`config.mk`:
```
export PLATFORM = sky130hd
export DESIGN_NAME = line_rasterizer_3d
export DESIGN_NICKNAME = d
export VERILOG_FILES = /design/src/rtl/core/lr3_pkg.sv /design/src/rtl/core/lr3_front.sv /design/src/rtl/core/lr3_queue.sv /design/src/rtl/core/lr3_walk.sv /design/src/rtl/core/line_rasterizer_3d.sv
export SDC_FILE = /design/constraint.sdc
export NUM_CORES = 1
export LEC_CHECK = 0
export ABC_CLOCK_PERIOD_IN_PS = 5750
export BUFFER_PORTS_ARGS = -buffer_cell sky130_fd_sc_hd__buf_2
export CAP_MARGIN = 10
export CELL_PAD_IN_SITES_DETAIL_PLACEMENT = 0
export CELL_PAD_IN_SITES_GLOBAL_PLACEMENT = 1
export CORE_MARGIN = 10
export CORE_UTILIZATION = 35
export CTS_CLUSTER_DIAMETER = 100
export DETAILED_ROUTE_END_ITERATION = 12
export GPL_ROUTABILITY_DRIVEN = 1
export PLACE_DENSITY = 0.71
export SYNTH_ARGS = -nofsm -noshare
export SYNTH_HDL_FRONTEND = slang
export SYNTH_SLANG_ARGS = --single-unit
```
`constraint.sdc`:
```
create_clock -name i_clk -period 5.75 [get_ports i_clk]
set_input_delay 0.8625 -clock i_clk [delete_from_list [all_inputs] [get_ports i_clk]]
set_output_delay 0.8625 -clock i_clk [all_outputs]
set_load 0.01 [all_outputs]
```
`src/rtl/core/lr3_pkg.sv`:
```
`default_nettype none

package lr3_pkg;

    // axis that advances on every voxel
    typedef enum logic [1:0] {
        AX_X = 2'd0,
        AX_Y = 2'd1,
        AX_Z = 2'd2
    } t_axis;

    typedef enum logic {
        WK_IDLE = 1'b0,
        WK_RUN  = 1'b1
    } t_walk_state;

    // segment queue status seen by both sides
    typedef struct packed {
        logic full;
        logic empty;
    } t_q_status;

    // descriptor bits: position, three errors, three doubled deltas,
    // step signs, driving axis, driving step count
    function automatic int desc_bits(input int cb);
        return 3 * cb + 3 * (cb + 3) + 3 * (cb + 1) + 3 + 2 + cb;
    endfunction

endpackage

`default_nettype wire

```
`src/rtl/core/lr3_front.sv`:
```
`default_nettype none

module lr3_front #(
    parameter int COORD_BITS = 6
) (
    input  wire logic                                          i_valid,
    input  wire logic [COORD_BITS-1:0]                         i_start_x,
    input  wire logic [COORD_BITS-1:0]                         i_start_y,
    input  wire logic [COORD_BITS-1:0]                         i_start_z,
    input  wire logic [COORD_BITS-1:0]                         i_end_x,
    input  wire logic [COORD_BITS-1:0]                         i_end_y,
    input  wire logic [COORD_BITS-1:0]                         i_end_z,
    input  wire lr3_pkg::t_q_status                            i_q_status,
    output logic                                               o_stall,
    output logic                                               o_push,
    output logic [lr3_pkg::desc_bits(COORD_BITS)-1:0]          o_desc
);
    import lr3_pkg::*;

    localparam int CB = COORD_BITS;
    localparam int EB = COORD_BITS + 3;

    typedef struct packed {
        logic [2:0][CB-1:0] pos;
        logic [2:0][EB-1:0] err;
        logic [2:0][CB:0]   dd;
        logic [2:0]         sgn;
        t_axis              axis;
        logic [CB-1:0]      steps;
    } t_desc;

    logic [2:0][CB-1:0] start_c;
    logic [2:0][CB-1:0] end_c;
    logic [2:0][CB:0]   delta;
    logic [2:0][CB:0]   neg_delta;
    logic [2:0][CB-1:0] absd;
    logic [CB-1:0]      abs_drv;
    t_desc              desc;

    assign start_c = {i_start_z, i_start_y, i_start_x};
    assign end_c   = {i_end_z, i_end_y, i_end_x};

    always_comb begin
        for (int a = 0; a < 3; a++) begin
            delta[a]     = {end_c[a][CB-1], end_c[a]} - {start_c[a][CB-1], start_c[a]};
            neg_delta[a] = (CB+1)'(0) - delta[a];
            absd[a]      = delta[a][CB] ? neg_delta[a][CB-1:0] : delta[a][CB-1:0];
        end
    end

    // driving axis: x wins ties, then y
    always_comb begin
        desc.pos  = start_c;
        desc.axis = AX_Z;
        if (absd[0] >= absd[1] && absd[0] >= absd[2]) begin
            desc.axis = AX_X;
        end else if (absd[1] >= absd[0] && absd[1] >= absd[2]) begin
            desc.axis = AX_Y;
        end
        abs_drv    = absd[desc.axis];
        desc.steps = abs_drv;
        for (int a = 0; a < 3; a++) begin
            desc.sgn[a] = delta[a][CB];
            desc.dd[a]  = {absd[a], 1'b0};
            // driving axis slot is held but never used by the walker
            desc.err[a] = {2'b00, absd[a], 1'b0} - {3'b000, abs_drv};
        end
    end

    assign o_stall = i_q_status.full;
    assign o_push  = i_valid && !i_q_status.full;
    assign o_desc  = desc;

endmodule

`default_nettype wire

```
`src/rtl/core/lr3_queue.sv`:
```
`default_nettype none

module lr3_queue #(
    parameter int WIDTH = 8
) (
    input  wire logic               i_clk,
    input  wire logic               i_rst_n,
    input  wire logic               i_push,
    input  wire logic [WIDTH-1:0]   i_data,
    input  wire logic               i_pop,
    output logic [WIDTH-1:0]        o_data,
    output lr3_pkg::t_q_status      o_status
);
    import lr3_pkg::*;

    // two-entry ring
    logic [WIDTH-1:0] r_mem [2];
    logic             r_wr_ptr;
    logic             r_rd_ptr;
    logic [1:0]       r_count;
    logic [1:0]       n_count;

    always_comb begin
        n_count = r_count;
        if (i_push && !i_pop) begin
            n_count = r_count + 2'd1;
        end else if (!i_push && i_pop) begin
            n_count = r_count - 2'd1;
        end
    end

    always_ff @(posedge i_clk) begin
        if (!i_rst_n) begin
            r_wr_ptr <= 1'b0;
            r_rd_ptr <= 1'b0;
            r_count  <= 2'd0;
        end else begin
            if (i_push) begin
                r_wr_ptr <= ~r_wr_ptr;
            end
            if (i_pop) begin
                r_rd_ptr <= ~r_rd_ptr;
            end
            r_count <= n_count;
        end
    end

    always_ff @(posedge i_clk) begin
        if (i_push) begin
            r_mem[r_wr_ptr] <= i_data;
        end
    end

    assign o_data         = r_mem[r_rd_ptr];
    assign o_status.full  = r_count[1];
    assign o_status.empty = (r_count == 2'd0);

endmodule

`default_nettype wire

```
`src/rtl/core/lr3_walk.sv`:
```
`default_nettype none

module lr3_walk #(
    parameter int COORD_BITS = 6
) (
    input  wire logic                                     i_clk,
    input  wire logic                                     i_rst_n,
    input  wire lr3_pkg::t_q_status                       i_q_status,
    input  wire logic [lr3_pkg::desc_bits(COORD_BITS)-1:0] i_desc,
    output logic                                          o_pop,
    output logic                                          o_valid,
    input  wire logic                                     i_stall,
    output logic [COORD_BITS-1:0]                         o_voxel_x,
    output logic [COORD_BITS-1:0]                         o_voxel_y,
    output logic [COORD_BITS-1:0]                         o_voxel_z,
    output logic                                          o_last_voxel
);
    import lr3_pkg::*;

    localparam int CB = COORD_BITS;
    localparam int EB = COORD_BITS + 3;

    typedef struct packed {
        logic [2:0][CB-1:0] pos;
        logic [2:0][EB-1:0] err;
        logic [2:0][CB:0]   dd;
        logic [2:0]         sgn;
        t_axis              axis;
        logic [CB-1:0]      steps;
    } t_desc;

    t_desc              desc;
    t_walk_state        r_state;
    t_walk_state        n_state;
    logic [2:0][CB-1:0] r_pos;
    logic [2:0][EB-1:0] r_err;
    logic [2:0][CB:0]   r_dd;
    logic [2:0]         r_sgn;
    t_axis              r_axis;
    logic [CB-1:0]      r_steps;
    logic [2:0][CB-1:0] n_pos;
    logic [2:0][EB-1:0] n_err;
    logic [CB:0]        dd_drv;
    logic               at_end;
    logic               can_load;
    logic               emit;
    logic               r_out_valid;
    logic [2:0][CB-1:0] r_out_pos;
    logic               r_out_last;

    assign desc     = i_desc;
    assign at_end   = (r_steps == '0);
    assign can_load = !r_out_valid || !i_stall;
    assign dd_drv   = r_dd[r_axis];

    always_comb begin
        n_state = r_state;
        unique case (r_state)
            WK_IDLE: begin
                if (!i_q_status.empty) begin
                    n_state = WK_RUN;
                end
            end
            WK_RUN: begin
                if (can_load && at_end) begin
                    n_state = WK_IDLE;
                end
            end
            default: n_state = WK_IDLE;
        endcase
    end

    always_comb begin
        o_pop = 1'b0;
        emit  = 1'b0;
        unique case (r_state)
            WK_IDLE: o_pop = !i_q_status.empty;
            WK_RUN:  emit  = can_load;
            default: begin
                o_pop = 1'b0;
                emit  = 1'b0;
            end
        endcase
    end

    // one Bresenham step; minor axes are independent
    always_comb begin
        for (int a = 0; a < 3; a++) begin
            n_pos[a] = r_pos[a];
            n_err[a] = r_err[a] + {2'b00, r_dd[a]};
            if (r_axis == t_axis'(a)) begin
                n_pos[a] = r_pos[a] + (r_sgn[a] ? {CB{1'b1}} : CB'(1));
                n_err[a] = r_err[a];
            end else if (!r_err[a][EB-1] && r_err[a] != '0) begin
                n_pos[a] = r_pos[a] + (r_sgn[a] ? {CB{1'b1}} : CB'(1));
                n_err[a] = r_err[a] - {2'b00, dd_drv} + {2'b00, r_dd[a]};
            end
        end
    end

    always_ff @(posedge i_clk) begin
        if (!i_rst_n) begin
            r_state <= WK_IDLE;
        end else begin
            r_state <= n_state;
        end
    end

    always_ff @(posedge i_clk) begin
        if (o_pop) begin
            r_pos   <= desc.pos;
            r_err   <= desc.err;
            r_dd    <= desc.dd;
            r_sgn   <= desc.sgn;
            r_axis  <= desc.axis;
            r_steps <= desc.steps;
        end else if (emit && !at_end) begin
            r_pos   <= n_pos;
            r_err   <= n_err;
            r_steps <= r_steps - CB'(1);
        end
    end

    always_ff @(posedge i_clk) begin
        if (!i_rst_n) begin
            r_out_valid <= 1'b0;
        end else if (emit) begin
            r_out_valid <= 1'b1;
        end else if (!i_stall) begin
            r_out_valid <= 1'b0;
        end
    end

    always_ff @(posedge i_clk) begin
        if (emit) begin
            r_out_pos  <= r_pos;
            r_out_last <= at_end;
        end
    end

    assign o_valid      = r_out_valid;
    assign o_voxel_x    = r_out_pos[0];
    assign o_voxel_y    = r_out_pos[1];
    assign o_voxel_z    = r_out_pos[2];
    assign o_last_voxel = r_out_last;

endmodule

`default_nettype wire

```
`src/rtl/core/line_rasterizer_3d.sv`:
```
`default_nettype none

// Channel   Direction  Handshake                  Word
// segment   in         i_in_valid / o_in_stall    start_x/y/z, end_x/y/z
// voxel     out        o_out_valid / i_out_stall  voxel_x/y/z, last_voxel
//
// A segment is unloaded from the queue while the walker is idle; the walker
// then emits its driving delta + 1 voxels, up to 2^COORD_BITS, one at a time,
// holding while the output register is full and stalled.
// Reset is synchronous, active low; it empties the queue and the output.
// The front takes segments while the two-deep queue has room, so it keeps
// accepting while the walker sits stalled on a full output register.

module line_rasterizer_3d #(
    parameter int COORD_BITS = 6
) (
    input  wire logic                  i_clk,
    input  wire logic                  i_rst_n,
    // segment in
    input  wire logic                  i_in_valid,
    output logic                       o_in_stall,
    input  wire logic [COORD_BITS-1:0] i_start_x,
    input  wire logic [COORD_BITS-1:0] i_start_y,
    input  wire logic [COORD_BITS-1:0] i_start_z,
    input  wire logic [COORD_BITS-1:0] i_end_x,
    input  wire logic [COORD_BITS-1:0] i_end_y,
    input  wire logic [COORD_BITS-1:0] i_end_z,
    // voxel out
    output logic                       o_out_valid,
    input  wire logic                  i_out_stall,
    output logic [COORD_BITS-1:0]      o_voxel_x,
    output logic [COORD_BITS-1:0]      o_voxel_y,
    output logic [COORD_BITS-1:0]      o_voxel_z,
    output logic                       o_last_voxel
);
    import lr3_pkg::*;

    localparam int DescBits = desc_bits(COORD_BITS);

    logic                push;
    logic                pop;
    logic [DescBits-1:0] front_desc;
    logic [DescBits-1:0] queue_desc;
    t_q_status           q_status;

    // front: deltas, magnitudes, driving axis, starting error terms
    lr3_front #(
        .COORD_BITS (COORD_BITS)
    ) u_front (
        .i_valid    (i_in_valid),
        .i_start_x  (i_start_x),
        .i_start_y  (i_start_y),
        .i_start_z  (i_start_z),
        .i_end_x    (i_end_x),
        .i_end_y    (i_end_y),
        .i_end_z    (i_end_z),
        .i_q_status (q_status),
        .o_stall    (o_in_stall),
        .o_push     (push),
        .o_desc     (front_desc)
    );

    // segment descriptors waiting for the walker
    lr3_queue #(
        .WIDTH (DescBits)
    ) u_queue (
        .i_clk    (i_clk),
        .i_rst_n  (i_rst_n),
        .i_push   (push),
        .i_data   (front_desc),
        .i_pop    (pop),
        .o_data   (queue_desc),
        .o_status (q_status)
    );

    // back: one voxel per cycle, when not stalled, into a registered output stage
    lr3_walk #(
        .COORD_BITS (COORD_BITS)
    ) u_walk (
        .i_clk        (i_clk),
        .i_rst_n      (i_rst_n),
        .i_q_status   (q_status),
        .i_desc       (queue_desc),
        .o_pop        (pop),
        .o_valid      (o_out_valid),
        .i_stall      (i_out_stall),
        .o_voxel_x    (o_voxel_x),
        .o_voxel_y    (o_voxel_y),
        .o_voxel_z    (o_voxel_z),
        .o_last_voxel (o_last_voxel)
    );

endmodule

`default_nettype wire
```
==> flow_results.org <==
** Outcome
- The run finished with clean final reports.

** Synth
- Cell types occupying the most area after synthesis :: edfxtp_1 49%, ha_1 9.2%, fa_1 4.7%, inv_1 4.5%, xnor2_1 3.4%
- Cell type contributing the most total cell area after synthesis :: edfxtp_1
- Yosys mapped a number of flops with a built-in enable equal to between 200 and 250.
- Counting every net in the synthesized netlist gives 1384.
- Among all flip-flop cells after synthesis, the most frequent one is edfxtp_1.
- Synthesis handed over a netlist of 1208 instances.
- Summed instance area of the synthesized netlist :: between 10000 and 15000 um^2
- Post-synthesis cell type count :: 55
- Most used standard cells in the synthesized netlist :: 229 x edfxtp_1, 168 x inv_1, 103 x ha_1
- Most frequently used cell type in the post-synthesis netlist :: edfxtp_1
- The synthesized design contains 236 register bits.
- During synthesis, Yosys emitted a total of 0 warnings.
- Counting flops with an async set or reset pin after synthesis yields a share of 0%.
- Sequential elements use 49.96% of the synthesized area.
- Proportion of netlist area held by the largest area contributor :: 48.96%
- In this run the mean area of a mapped cell was 11.63 um^2.

** Clock network
- Buffers inserted during clock tree synthesis total 26.
- Maximum buffer depth of the clock tree :: 3
- Post-CTS Hold Buffers :: 0
- After clock tree synthesis, the clock-pin slew on the worst setup and hold paths is 0.06 ns.
- Post-CTS Repair Setup Buffers :: 0
- Once the clock tree was built, the resizer swapped 0 gates to a different size.
- TritonCTS clock tree :: yes
- In this run the number of H-tree levels came out at 1.
- Sinks on the clock net :: 236
- At the later pin of the worst-skew pair, clock insertion delay measures 0.53 ns.
- The tree is rooted in a clkbuf_16.

** Routing
- Vias/cell :: just under 5
- The count of nets left with antenna violations once routing finished came out at 0.
- Final routed wirelength across all metal layers :: 32050 um
- Average detailed-routed wire length per instance :: 17.21 um
- Vias :: 9097
- Number of design-rule violations left by the first detailed-router iteration :: 483
- The pre-antenna-repair detailed-routing pass consisted of 4 iterations.
- After detailed routing, the number of remaining DRC violations is 0.

** STA
- For the pin with the worst max-slew slack, the measured transition is between 1 and 1.5 ns.
- Clock skew on the completed layout was measured at 0.02127 ns.
- The number of max-slew violations in the final report is 0.
- Unrepaired setup endpoints after global routing :: no
- The number of failing hold endpoints at the final stage was 0.
- Based on the critical path, the design can be clocked at up to 0.1897 GHz.
- Portion of the clock cycle consumed by the worst path in the final layout :: 91.68%
- Setup-violating endpoint count in the final report :: 0
- The worst pin sits at a relative slew slack of 22.42%.
- Worst Setup Slack, final :: 0.4783 ns
- Min cycle time layout :: 5.272 ns

** Placed design
- At the placement stage, the worst setup path has a slack of -0.05521 ns.
- The wire-length estimate of the detail-placed layout is approximately 24000 um.
- Port buffering added 60 buffers.
- Routability cong. :: 0.8508

** Finish
- The final layout contains 1495 nets.
- Number of fill cells in the layout :: 3793
- Combined area of the multi-input logic cells :: 6296 um^2
- Summing all flip-flop and latch instances after layout gives roughly 7000 um^2.
- Once layout is complete, the utilization of the core stands at 40.54%.
- Layout-stage area growth over the synthesis result :: 14.68%
- Ratio of cells with drive above 1 in the final layout :: 15.77%
- Number of diodes :: 0

** Worst setup path
- Critical path buffers and inverters :: 5
- CP top delay family :: compound AO/OA/AOI/OAI gates
- Data arrives at the worst endpoint at 5.64 ns.
- The worst setup path is of the input pin to flip-flop kind.
- Worst reg2reg path depth :: 16
- Master of the slowest instance on the critical path :: ha_1
- Path length in cells of the critical path :: 25
- STA puts the critical path data required time at slightly above 6 ns.
- STA classifies the critical path startpoint as an input pin.
- Of all nets on the critical path, the largest fanout is 8.
- STA classifies the critical path endpoint as a flip-flop.
- In this design, the stage delay of the slowest critical-path cell is 0.41 ns.

** Floorplan
- In this run the standard cell core region covers 39730 um^2.
- Effective utilization at floorplan :: 35.35%
- 61 I/O pins were placed.
- Full die area :: approximately 49000 um^2
- In this run the core area contains 73 standard-cell rows.
- The floorplan step set the die width to 220.3 um.
- Die span in y :: roughly 220 um

** Global routing
- The number of global-route vias before repair came to 9200.
- Total gr overflow :: 0
- Entering global routing, the biggest net connects 69 pins.
- Wire length of the first global-routing pass :: a little over 50000 um
- The initial antenna violation count came to 0.
- Global routing consumed, over all layers together, 13.08% of the routing resources.

** Flow run
- Max_cap viols :: 0

** Min path
- Number of cells on the worst hold path :: 0
- The worst hold path belongs to the class flip-flop to flip-flop.
-- routing by layer --
metal	wire length (um)	up-vias	global-route usage, %
met1	14720	4394	17.38
met2	15670	135	22.60
met5	0	-	0
li1	-	4530	-
met3	1088	38	1.229
met4	580	0	3.059
-- stage by stage --
stage | setup TNS [ns] | cells | hold WS (ns) | instance area, um^2
after global placement | 0 | 1815 | 0.4413 | 15280
after global routing | 0 | 1863 | 0.4807 | 16110
after detailed placement | -0.3399 | 1815 | 0.4449 | 15280
after CTS | 0 | 1862 | 0.4584 | 16100
after floorplan | 0 | 1208 | 0.4307 | 14040
final | 0 | 1863 | 0.4568 | 16110
-- sequential cells by signal (all words and copies together), names as in the netlist, named ones only --
signal and count:
u_walk.r_steps 6, u_walk.o_voxel_z 6, u_walk.o_last_voxel 1, u_queue.r_mem 136, u_walk.r_err 27, u_walk.o_voxel_y 6
u_walk.o_valid 1, u_walk.r_axis 2, u_walk.r_state 1, u_walk.r_sgn 3, u_queue.r_wr_ptr 1, u_queue.r_count 2
u_queue.r_rd_ptr 1, u_walk.r_dd 18, u_walk.o_voxel_x 6, u_walk.r_pos 18
-- kinds of logic after synthesis --
family | Yosys count | share of synthesized area [%]
mux | 65 | 4.846
compound gates | 268 | 12.70
simple gates | 225 | 8.116
fa+ha+maj | 139 | 14.12
flops | 236 | 49.96
buf+inv | 198 | 5.292
xor+xnor | 77 | 4.962
-- cell type report --
cell class,count,share of cell area [%]
Inverter,171,3.985
Tap cell,525,4.078
Timing Repair Buffer,110,4.179
Clock buffer,28,4.086
Sequential cell,236,43.59
Multi-Input combinational cell,774,39.09
Clock inverter,19,0.9943
-- path summary, 6_finish.rpt --
path / end / slack, ns / startpoint
worst max-delay path: u_queue.r_mem[1][34] / 0.48 / i_start_y[0]
worst min-delay path: u_walk.o_voxel_y[4] / 0.46 / u_walk.r_pos[10]
worst max register to register: u_walk.r_err[8] / 1.48 / u_walk.r_axis[1]
worst min register to register: u_walk.o_voxel_y[4] / 0.46 / u_walk.r_pos[10]
-- cells in the final DEF (no fill, tap or decap), types with 15 or more instances in the layout --
cell type	count
a211oi_1	29
a21o_1	24
a21oi_1	91
buf_2	61
buf_4	49
clkbuf_16	26
edfxtp_1	229
fa_1	33
ha_1	103
inv_1	167
mux2_2	24
mux2i_1	41
nand2_1	55
nand3_1	15
nor2_1	55
nor2b_1	37
nor3_1	16
o21ai_0	53
xnor2_1	55
xor2_1	19
Power is not shown: default switching activity piles up to over one toggle a cycle in this logic, so the estimate is an artifact.
